==> config.mk <==
export PLATFORM = sky130hd
export DESIGN_NAME = rle_sprite_blitter
export DESIGN_NICKNAME = d
export VERILOG_FILES = /design/src/rtl/rsb_pkg.sv /design/src/rtl/rsb_cfg_regs.sv /design/src/rtl/rsb_core.sv /design/src/rtl/rsb_out_reg.sv /design/src/rtl/rle_sprite_blitter.sv
export SDC_FILE = /design/constraint.sdc
export NUM_CORES = 1
export LEC_CHECK = 0
export ABC_AREA = 1
export BUFFER_PORTS_ARGS = -buffer_cell sky130_fd_sc_hd__buf_4
export CAP_MARGIN = 15
export CORE_AREA = 3 3 199 201
export DETAILED_ROUTE_END_ITERATION = 10
export DIE_AREA = 0 0 202 204
export MAX_ROUTING_LAYER = met4
export PLACE_DENSITY = 0.85
export SYNTH_ARGS = -nofsm -noshare
export SYNTH_HDL_FRONTEND = slang
export SYNTH_SLANG_ARGS = --single-unit
export TNS_END_PERCENT = 100
==> constraint.sdc <==
create_clock -name clk -period 5.9 [get_ports clk]
set_clock_uncertainty 0.2 [all_clocks]
set_input_delay 1.18 -clock clk [delete_from_list [all_inputs] [get_ports clk]]
set_output_delay 1.18 -clock clk [all_outputs]
set_load 0.05 [all_outputs]
==> src/rtl/rsb_pkg.sv <==
package rsb_pkg;

  localparam int DATA_W      = 8;
  localparam int OUT_ADDR_W  = 32;
  localparam int OUT_TDATA_W = 40;
  localparam int CFG_IDX_W   = 3;
  localparam int CFG_DATA_W  = 32;
  localparam int COL_W       = 9;
  localparam int BL_W        = 10;
  localparam int OFF_W       = 12;

  localparam logic [CFG_IDX_W-1:0] REG_DEST_BASE     = 3'd0;
  localparam logic [CFG_IDX_W-1:0] REG_DEST_PITCH    = 3'd1;
  localparam logic [CFG_IDX_W-1:0] REG_BYTES_PER_PIX = 3'd2;
  localparam logic [CFG_IDX_W-1:0] REG_SPRITE_LEFT   = 3'd3;
  localparam logic [CFG_IDX_W-1:0] REG_SPRITE_TOP    = 3'd4;
  localparam logic [CFG_IDX_W-1:0] REG_SPRITE_WIDTH  = 3'd5;
  localparam logic [CFG_IDX_W-1:0] REG_SPRITE_HEIGHT = 3'd6;

  localparam logic [15:0] PITCH_RST = 16'd256;
  localparam logic [2:0]  BPP_RST   = 3'd1;
  localparam logic [7:0]  HEIGHT_RST = 8'd1;

  typedef struct packed {
    logic [31:0] dest_base;
    logic [15:0] dest_pitch;
    logic [2:0]  bytes_per_pixel;
    logic [7:0]  sprite_left;
    logic [7:0]  sprite_top;
    logic [7:0]  sprite_width;
    logic [7:0]  sprite_height;
  } rsb_cfg_t;

  typedef struct packed {
    logic                  finished;
    logic [DATA_W-1:0]     write_byte;
    logic [OUT_ADDR_W-1:0] write_address;
  } rsb_res_t;

endpackage

==> src/rtl/rsb_cfg_regs.sv <==
module rsb_cfg_regs (
  input  logic                           clk,
  input  logic                           rst_n,
  input  logic                           cfg_valid,
  output logic                           cfg_ready,
  input  logic [rsb_pkg::CFG_IDX_W-1:0]  cfg_index,
  input  logic [rsb_pkg::CFG_DATA_W-1:0] cfg_data,
  output rsb_pkg::rsb_cfg_t              cfg
);
  import rsb_pkg::*;

  rsb_cfg_t cfg_r;

  assign cfg_ready = 1'b1;
  assign cfg       = cfg_r;

  always_ff @(posedge clk) begin
    if (!rst_n) begin
      cfg_r.dest_base       <= '0;
      cfg_r.dest_pitch      <= PITCH_RST;
      cfg_r.bytes_per_pixel <= BPP_RST;
      cfg_r.sprite_left     <= '0;
      cfg_r.sprite_top      <= '0;
      cfg_r.sprite_width    <= '0;
      cfg_r.sprite_height   <= HEIGHT_RST;
    end else if (cfg_valid) begin
      unique case (cfg_index)
        REG_DEST_BASE:     cfg_r.dest_base       <= cfg_data;
        REG_DEST_PITCH:    cfg_r.dest_pitch      <= cfg_data[15:0];
        REG_BYTES_PER_PIX: cfg_r.bytes_per_pixel <= cfg_data[2:0];
        REG_SPRITE_LEFT:   cfg_r.sprite_left     <= cfg_data[7:0];
        REG_SPRITE_TOP:    cfg_r.sprite_top      <= cfg_data[7:0];
        REG_SPRITE_WIDTH:  cfg_r.sprite_width    <= cfg_data[7:0];
        REG_SPRITE_HEIGHT: cfg_r.sprite_height   <= cfg_data[7:0];
        default: ;
      endcase
    end
  end

endmodule

==> src/rtl/rsb_core.sv <==
module rsb_core #(
  parameter int ADDR_WIDTH = 32
) (
  input  logic                       clk,
  input  logic                       rst_n,
  input  logic                       take,
  input  logic [rsb_pkg::DATA_W-1:0] rle_byte,
  input  rsb_pkg::rsb_cfg_t          cfg,
  output logic                       res_valid,
  output rsb_pkg::rsb_res_t          res
);
  import rsb_pkg::*;

  localparam logic [1:0] PH_START  = 2'd0;
  localparam logic [1:0] PH_SKIP   = 2'd1;
  localparam logic [1:0] PH_COUNT  = 2'd2;
  localparam logic [1:0] PH_PIXELS = 2'd3;

  logic [1:0]            phase_r, phase_nxt;
  logic [7:0]            held_skip_r, held_skip_nxt;
  logic [BL_W-1:0]       bytes_left_r, bytes_left_nxt;
  logic [COL_W-1:0]      column_r, column_nxt;
  logic [7:0]            rows_left_r, rows_left_nxt;
  logic [ADDR_WIDTH-1:0] row_address_r, row_address_nxt;
  logic [ADDR_WIDTH-1:0] write_pointer_r, write_pointer_nxt;
  logic [15:0]           lat_pitch_r, lat_pitch_nxt;
  logic [2:0]            lat_bpp_r, lat_bpp_nxt;
  logic [7:0]            lat_width_r, lat_width_nxt;

  logic [2:0]            bpp_c;
  logic [23:0]           top_off;
  logic [10:0]           left_off;
  logic [ADDR_WIDTH-1:0] start_addr;
  logic [COL_W-1:0]      col_sk;
  logic [OFF_W-1:0]      pix_off;
  logic [ADDR_WIDTH-1:0] row_step;
  logic [7:0]            rows_dec;
  logic [BL_W-1:0]       bl_dec;
  logic [COL_W-1:0]      width_col;

  assign bpp_c      = (cfg.bytes_per_pixel == 3'd0) ? 3'd1 :
                      ((cfg.bytes_per_pixel > 3'd4) ? 3'd4 : cfg.bytes_per_pixel);
  assign top_off    = 24'(cfg.sprite_top) * 24'(cfg.dest_pitch);
  assign left_off   = 11'(cfg.sprite_left) * 11'(bpp_c);
  assign start_addr = ADDR_WIDTH'(cfg.dest_base) + ADDR_WIDTH'(top_off)
                      + ADDR_WIDTH'(left_off);
  assign col_sk     = column_r + COL_W'(held_skip_r);
  assign pix_off    = OFF_W'(col_sk) * OFF_W'(lat_bpp_r);
  assign row_step   = row_address_r + ADDR_WIDTH'(lat_pitch_r);
  assign rows_dec   = rows_left_r - 8'd1;
  assign bl_dec     = bytes_left_r - BL_W'(1);
  assign width_col  = COL_W'(lat_width_r);

  always_comb begin
    phase_nxt         = phase_r;
    held_skip_nxt     = held_skip_r;
    bytes_left_nxt    = bytes_left_r;
    column_nxt        = column_r;
    rows_left_nxt     = rows_left_r;
    row_address_nxt   = row_address_r;
    write_pointer_nxt = write_pointer_r;
    lat_pitch_nxt     = lat_pitch_r;
    lat_bpp_nxt       = lat_bpp_r;
    lat_width_nxt     = lat_width_r;
    res_valid         = 1'b0;
    res               = '0;
    unique case (phase_r)
      PH_START: begin
        lat_bpp_nxt     = bpp_c;
        lat_pitch_nxt   = cfg.dest_pitch;
        lat_width_nxt   = cfg.sprite_width;
        rows_left_nxt   = (cfg.sprite_height == 8'd0) ? 8'd1 : cfg.sprite_height;
        row_address_nxt = start_addr;
        column_nxt      = '0;
        held_skip_nxt   = rle_byte;
        phase_nxt       = PH_COUNT;
      end
      PH_SKIP: begin
        if (rows_left_r == 8'd0) begin
          res_valid    = 1'b1;
          res.finished = 1'b1;
          phase_nxt    = PH_START;
        end else begin
          held_skip_nxt = rle_byte;
          phase_nxt     = PH_COUNT;
        end
      end
      PH_COUNT: begin
        column_nxt = col_sk;
        if (rle_byte != '0) begin
          bytes_left_nxt    = BL_W'(rle_byte) * BL_W'(lat_bpp_r);
          write_pointer_nxt = row_address_r + ADDR_WIDTH'(pix_off);
          column_nxt        = col_sk + COL_W'(rle_byte);
          phase_nxt         = PH_PIXELS;
        end else if (col_sk == '0) begin
          res_valid    = 1'b1;
          res.finished = 1'b1;
          phase_nxt    = PH_START;
        end else if (col_sk == width_col) begin
          rows_left_nxt = rows_dec;
          if (rows_dec == 8'd0) begin
            res_valid    = 1'b1;
            res.finished = 1'b1;
            phase_nxt    = PH_START;
          end else begin
            column_nxt      = '0;
            row_address_nxt = row_step;
            phase_nxt       = PH_SKIP;
          end
        end else begin
          phase_nxt = PH_SKIP;
        end
      end
      PH_PIXELS: begin
        res_valid         = 1'b1;
        res.write_address = OUT_ADDR_W'(write_pointer_r);
        res.write_byte    = rle_byte;
        write_pointer_nxt = write_pointer_r + ADDR_WIDTH'(1);
        bytes_left_nxt    = bl_dec;
        if (bl_dec == '0) begin
          phase_nxt = PH_SKIP;
          if (column_r == width_col) begin
            rows_left_nxt = rows_dec;
            if (rows_dec != 8'd0) begin
              column_nxt      = '0;
              row_address_nxt = row_step;
            end
          end
        end
      end
      default: ;
    endcase
  end

  always_ff @(posedge clk) begin
    if (!rst_n) begin
      phase_r         <= PH_START;
      held_skip_r     <= '0;
      bytes_left_r    <= '0;
      column_r        <= '0;
      rows_left_r     <= '0;
      row_address_r   <= '0;
      write_pointer_r <= '0;
      lat_pitch_r     <= PITCH_RST;
      lat_bpp_r       <= BPP_RST;
      lat_width_r     <= '0;
    end else if (take) begin
      phase_r         <= phase_nxt;
      held_skip_r     <= held_skip_nxt;
      bytes_left_r    <= bytes_left_nxt;
      column_r        <= column_nxt;
      rows_left_r     <= rows_left_nxt;
      row_address_r   <= row_address_nxt;
      write_pointer_r <= write_pointer_nxt;
      lat_pitch_r     <= lat_pitch_nxt;
      lat_bpp_r       <= lat_bpp_nxt;
      lat_width_r     <= lat_width_nxt;
    end
  end

endmodule

==> src/rtl/rsb_out_reg.sv <==
module rsb_out_reg (
  input  logic                            clk,
  input  logic                            rst_n,
  input  logic                            take,
  input  logic                            res_valid,
  input  rsb_pkg::rsb_res_t               res,
  output logic                            can_take,
  output logic                            out_tvalid,
  input  logic                            out_tready,
  output logic [rsb_pkg::OUT_TDATA_W-1:0] out_tdata,
  output logic                            out_tuser
);
  import rsb_pkg::*;

  logic     valid_r;
  rsb_res_t res_r;

  assign can_take   = !valid_r || out_tready;
  assign out_tvalid = valid_r;
  assign out_tdata  = {res_r.write_byte, res_r.write_address};
  assign out_tuser  = res_r.finished;

  always_ff @(posedge clk) begin
    if (!rst_n) begin
      valid_r <= 1'b0;
    end else if (take && res_valid) begin
      valid_r <= 1'b1;
    end else if (out_tready) begin
      valid_r <= 1'b0;
    end
  end

  always_ff @(posedge clk) begin
    if (take && res_valid) begin
      res_r <= res;
    end
  end

endmodule

==> src/rtl/rle_sprite_blitter.sv <==
// Run-length transparent sprite decoder producing frame buffer byte writes.
// in_*  : one coded byte per request (skip count, opaque count, pixel bytes).
// out_* : one write per pixel byte; tuser high marks the sprite finish,
//         which carries address and byte of zero.
// cfg_* : register writes, always ready; take effect at the next sprite start,
//         as the geometry is latched by the first byte of each sprite.
// Requests are taken one per cycle while in_tready is high.
// A result shows on out_* the cycle after the request that causes it; the
// single output register is the only buffer, so in_tready drops only while
// that register holds a result and out_tready is low.
// When a pixel byte closes the last row, the finish needs one more input byte,
// whose value is ignored.
// Reset (rst_n low, synchronous) empties the output register, restores the
// register defaults and waits for the first byte of a new sprite.
module rle_sprite_blitter #(
  parameter int ADDR_WIDTH = 32
) (
  input  logic                            clk,
  input  logic                            rst_n,
  input  logic                            in_tvalid,
  output logic                            in_tready,
  input  logic [rsb_pkg::DATA_W-1:0]      in_tdata,   // [7:0] rle_byte
  output logic                            out_tvalid,
  input  logic                            out_tready,
  output logic [rsb_pkg::OUT_TDATA_W-1:0] out_tdata,  // [31:0] write_address, [39:32] write_byte
  output logic                            out_tuser,  // [0] finished
  input  logic                            cfg_valid,
  output logic                            cfg_ready,
  input  logic [rsb_pkg::CFG_IDX_W-1:0]   cfg_index,
  input  logic [rsb_pkg::CFG_DATA_W-1:0]  cfg_data
);
  import rsb_pkg::*;

  rsb_cfg_t cfg;
  rsb_res_t res;
  logic     res_valid;
  logic     can_take;
  logic     take;

  assign in_tready = can_take;
  assign take      = in_tvalid && can_take;

  rsb_cfg_regs u_cfg (
    .clk       (clk),
    .rst_n     (rst_n),
    .cfg_valid (cfg_valid),
    .cfg_ready (cfg_ready),
    .cfg_index (cfg_index),
    .cfg_data  (cfg_data),
    .cfg       (cfg)
  );

  rsb_core #(.ADDR_WIDTH(ADDR_WIDTH)) u_core (
    .clk       (clk),
    .rst_n     (rst_n),
    .take      (take),
    .rle_byte  (in_tdata),
    .cfg       (cfg),
    .res_valid (res_valid),
    .res       (res)
  );

  rsb_out_reg u_out (
    .clk        (clk),
    .rst_n      (rst_n),
    .take       (take),
    .res_valid  (res_valid),
    .res        (res),
    .can_take   (can_take),
    .out_tvalid (out_tvalid),
    .out_tready (out_tready),
    .out_tdata  (out_tdata),
    .out_tuser  (out_tuser)
  );

endmodule

==> metrics.sh <==
RUN_STATUS='complete, no violations'
CRIT_PATH_CELL_TRACE='buf_4 > nand2_1 > fa_1 > inv_1 > fa_1 > fa_1 > fa_1 > inv_1 > fa_1 > inv_1 > ha_1 > a21oi_1 > nor2_1 > nor2_1 > nand3_1 > nand2_1 > nand2_1 > o21ai_0 > o21ai_0 > nor2_1 > nor2_1'
NUMPORTBUFFERS=90
FINAL-SEQ-AREA_UM2=5498
NUMBER_OF_BUFFERS_CREATED_BY_CTS=30
WORST_PATH_LARGEST_CELL_DELAY_NS=0.55
DIE_AREA_UM2=41210
INSERTION_DELAY_NS=0.60
TIMING.SETUP.TNS_NS=0
DR_TOTAL_VIAS=20500
CP.BUFFERS_INVERTERS=4
YOSYS-TOP-CELLS-COUNT='785 x nand2_1, 578 x inv_1, 381 x nor2_1'
HTREE_NUM_LEVELS=1
DRT-WIRELENGTH-PER-CELL_UM=15.06
SYNTH_FP_NETS=3576
WORST_SLEW_PIN_SLEW_NS=1.023
CRIT_FAMILY='adder cells'
SLOWEST_LIBRARY_CELL_ON_THE_WORST_PATH='fa_1'
IO_PINS=92
POWER-PER-CELL-AREA_nW_PER_UM2=203.9
SYNTH-SEQ-CELLS=253
GRT_FIRST_PASS_WIRELENGTH_MM=95.94
CRIT_TOP_CELL='fa_1'
LAYOUT_WORST_PATH_CYCLE_SHARE_PCT=93.73
MET1_USAGE_PCT=36.68
WORST_R2R_PATH_DEPTH=21
DRIVE_GT1_SHARE_PCT=6.541
N_ANTENNA_CELL=0
GRT.OVERFLOW.TOTAL=0
GRT_UTIL_MET2_PCT=47.36
CTS_SINKS=253
MIN_DELAY_PATH_DEPTH=2
RSZ_0062_RAISED_AFTER_GLOBAL_ROUTING='no'
NETLIST.TOP_CELL.BY_AREA='dfxtp_1'
CRITICAL_PATH_STAGES=21
AREA.GROWTH.SYNTH_TO_FINAL_PCT=9.626
SYN_AVG_CELL_AREA_UM2=6.804
INITIAL_CORE_UTIL_PCT=58.28
MAX_CAP_VIOL_COUNT=0
ANTENNA_FOUND_INITIAL=0
SYNTHESIZED_INSTANCE_COUNT=3234
REPORT.FINAL.SLEW_VIOL_COUNT=0
CRIT_START_CATEGORY='flip-flop'
FIN_WORST_HOLD_SLACK_NS=0.2647
STATIC-LEAKAGE-POWER_nW=12.41
FP-ROW-COUNT=71
CTS.PATH.MAX_BUFFERS=3
SYNTH_CELL_AREA_UM2=22000
DPL.HPWL_MM=43.55
CHIPHEIGHT_UM=204
SYNTH_FF_TYPE='dfxtp_1'
PLACEDINSTANCEAREA_UM2=23050
GP_CONGESTION=0.9722
FINAL-HOLD-VIOLATION-COUNT=0
SLEW_HEADROOM_PCT=31.42
FINAL_ANTENNA_NET_COUNT=0
LAYOUT.NETS=3606
FLOORPLAN.DIE.WIDTH_UM=202
FMAX_MHz=180.8
AREA_OF_ALL_PLACED_CELLS_WITHOUT_FILLERS_UM2=24120
YOSYSWARNINGCOUNT=0
DRT_FIRST_ITER_VIOLATIONS=1838
CLKTRANSATPATHREGS_NS=0.06
MIN_PERIOD_NS=5.530
HP-CLASS='flip-flop to flip-flop'
DETAIL_ROUTE.WIRELENGTH_MM=57.19
PIN_COUNT_OF_THE_BIGGEST_NET_ENTERING_GLOBAL_ROUTING=95
GRT_USAGE_PCT=28.77
LAYOUT.FILLER_CELLS=3401
NUMBER_OF_FLOPS_MAPPED_TO_ENABLE_CELLS_BY_YOSYS=41
DETAIL_ROUTE.DRC_VIOLATIONS=0
MULTI_INPUT_AREA_UM2=13850
SYNTH.TOP_CELL.AREA_SHARE_PCT=19.29
CP_DATA_REQUIRED_TIME_NS=6.18
SETUP_VIOL=0
CORE_AREA_UM2=37760
CRITICALPATHCATEGORY='flip-flop to flip-flop'
DRT_PASS1_ITERATIONS=6
CTS_TREE='built'
POSTLAYOUTCOREUTIL_PCT=63.89
SYNTHTOPCELLSBYAREA='dfxtp_1 19%, fa_1 14%, nand2_1 13%'
TIMING.CRITICAL_PATH.ARRIVAL_NS=5.81
SYNTH-ASYNC-RESET-RATIO_PCT=0
SYNTHMOSTINSTANTIATEDCELL='nand2_1'
VDD.IR_DROP.WORST_uV=227.9
TOP_USAGE_LAYER='met2'
VIAS_IN_THE_FIRST_GLOBAL_ROUTE=19952
ROOT_BUFFER='clkbuf_16'
MET3_USAGE_PCT=4.204
SYNTH_SEQUENTIAL_AREA_RATIO_PCT=24.88
CRIT_FANOUT=10
AVGVIACOUNTPERCELL=5.398
POST_SYNTH_NUM_CELL_TYPES=51
WORST_SETUP_PATH_END_KIND='flip-flop'
flip-flops by register name, summed over array words and instances, names as in the netlist:
signal,count
u_core.rows_left_r,8
u_out.out_tdata,40
u_core.bytes_left_r,10
u_core.lat_width_r,8
u_core.lat_bpp_r,3
u_out.out_tuser,1
u_out.out_tvalid,1
u_core.phase_r,2
u_core.row_address_r,32
u_core.lat_pitch_r,16
u_core.column_r,9
u_core.write_pointer_r,32
u_cfg.cfg,83
u_core.held_skip_r,8
routing by layer:
metal / routed length (um) / part of all wire (%)
met4: 1961 / 3.4
met2: 26460 / 46
met3: 4384 / 7.7
met5: 0 / 0
met1: 24380 / 43
stage by stage:
step | total power [W] | worst slack (ns) | std cells
2_1_floorplan | 0.002705 | 0.5765 | 3234
3_3_place_gp | 0.002960 | 0.2229 | 3743
3_5_place_dp | 0.002982 | 0.1739 | 3743
4_1_cts | 0.004945 | 0.1442 | 3798
5_1_grt | 0.005178 | 0.007470 | 3798
6_report | 0.004919 | 0.3701 | 3798
what timing repair did:
item | in CTS | in global routing
resized for setup | 0 | 17
setup endpoints to repair | 0 | 19
hold buffers | 0 | 0
setup buffers | 0 | 0
hold endpoints to repair | 0 | 0
worst paths after layout:
check / start / to / slack (ns)
setup / recovery: u_cfg.cfg[18]$_SDFFE_PN0P_ / u_core.row_address_r[19]$_SDFFE_PN0P_ / 0.37
hold reg to reg: u_cfg.cfg[32]$_SDFFE_PN1P_ / u_cfg.cfg[32]$_SDFFE_PN1P_ / 0.26
setup reg to reg: u_cfg.cfg[18]$_SDFFE_PN0P_ / u_core.row_address_r[19]$_SDFFE_PN0P_ / 0.37
hold / removal: u_cfg.cfg[32]$_SDFFE_PN1P_ / u_cfg.cfg[32]$_SDFFE_PN1P_ / 0.26
power by group:
group / leakage [nW] / switching, W / internal [W] / total [W]
sequential: 2.12 / 0.000115 / 0.00183 / 0.00195
clock: 0.521 / 0.000768 / 0.00118 / 0.00195
combinational: 9.77 / 0.000662 / 0.000363 / 0.00103
total: 12.4 / 0.00154 / 0.00337 / 0.00492
worst register-to-register path: stages (launching register included):
cell and delay, ns:
dfxtp_2 0.47, buf_4 0.18, nand2_1 0.06, fa_1 0.49, inv_1 0.05, fa_1 0.47, fa_1 0.53, fa_1 0.55
inv_1 0.05, fa_1 0.52, inv_1 0.04, ha_1 0.34, a21oi_1 0.26, nor2_1 0.06, nor2_1 0.20, nand3_1 0.22
nand2_1 0.10, nand2_1 0.07, o21ai_0 0.24, o21ai_0 0.13, nor2_1 0.12, nor2_1 0.07
cells in the final DEF (no fill, tap or decap), types with 41 or more instances in the layout:
cell and instances:
dfxtp_1 196, nand3_1 133, edfxtp_1 41, a21oi_1 206, o21ai_0 238, nor2_1 380
ha_1 136, nand2_1 785, buf_4 117, fa_1 157, inv_1 578, xor2_1 46
area by class of cell:
| cell class | instances | share of cell area [%] |
|---|---|---|
| sequential | 253 | 22.79 |
| multi-input combinational | 2275 | 57.42 |
| inverter | 587 | 9.134 |
| clock inverter | 12 | 0.6743 |
| timing repair buffer | 117 | 3.641 |
| tap | 511 | 2.650 |
| clock buffer | 43 | 3.688 |
kinds of logic (layout without fill, tap and decap cells):
logic type | Yosys count | after routing | share of synthesized area, %
and+or+nand+nor | 1405 | 1405 | 25.83
buffers and inverters | 706 | 759 | 12.26
AOI/OAI and AO/OA | 511 | 511 | 12.35
adders and majority gates | 294 | 294 | 22.07
DFF | 253 | 253 | 24.88
xor gates and xnor gates | 63 | 63 | 2.542
other | 1 | 1 | 0.01704
muxes | 1 | 1 | 0.05117
Power figures use the tool's default switching activity.
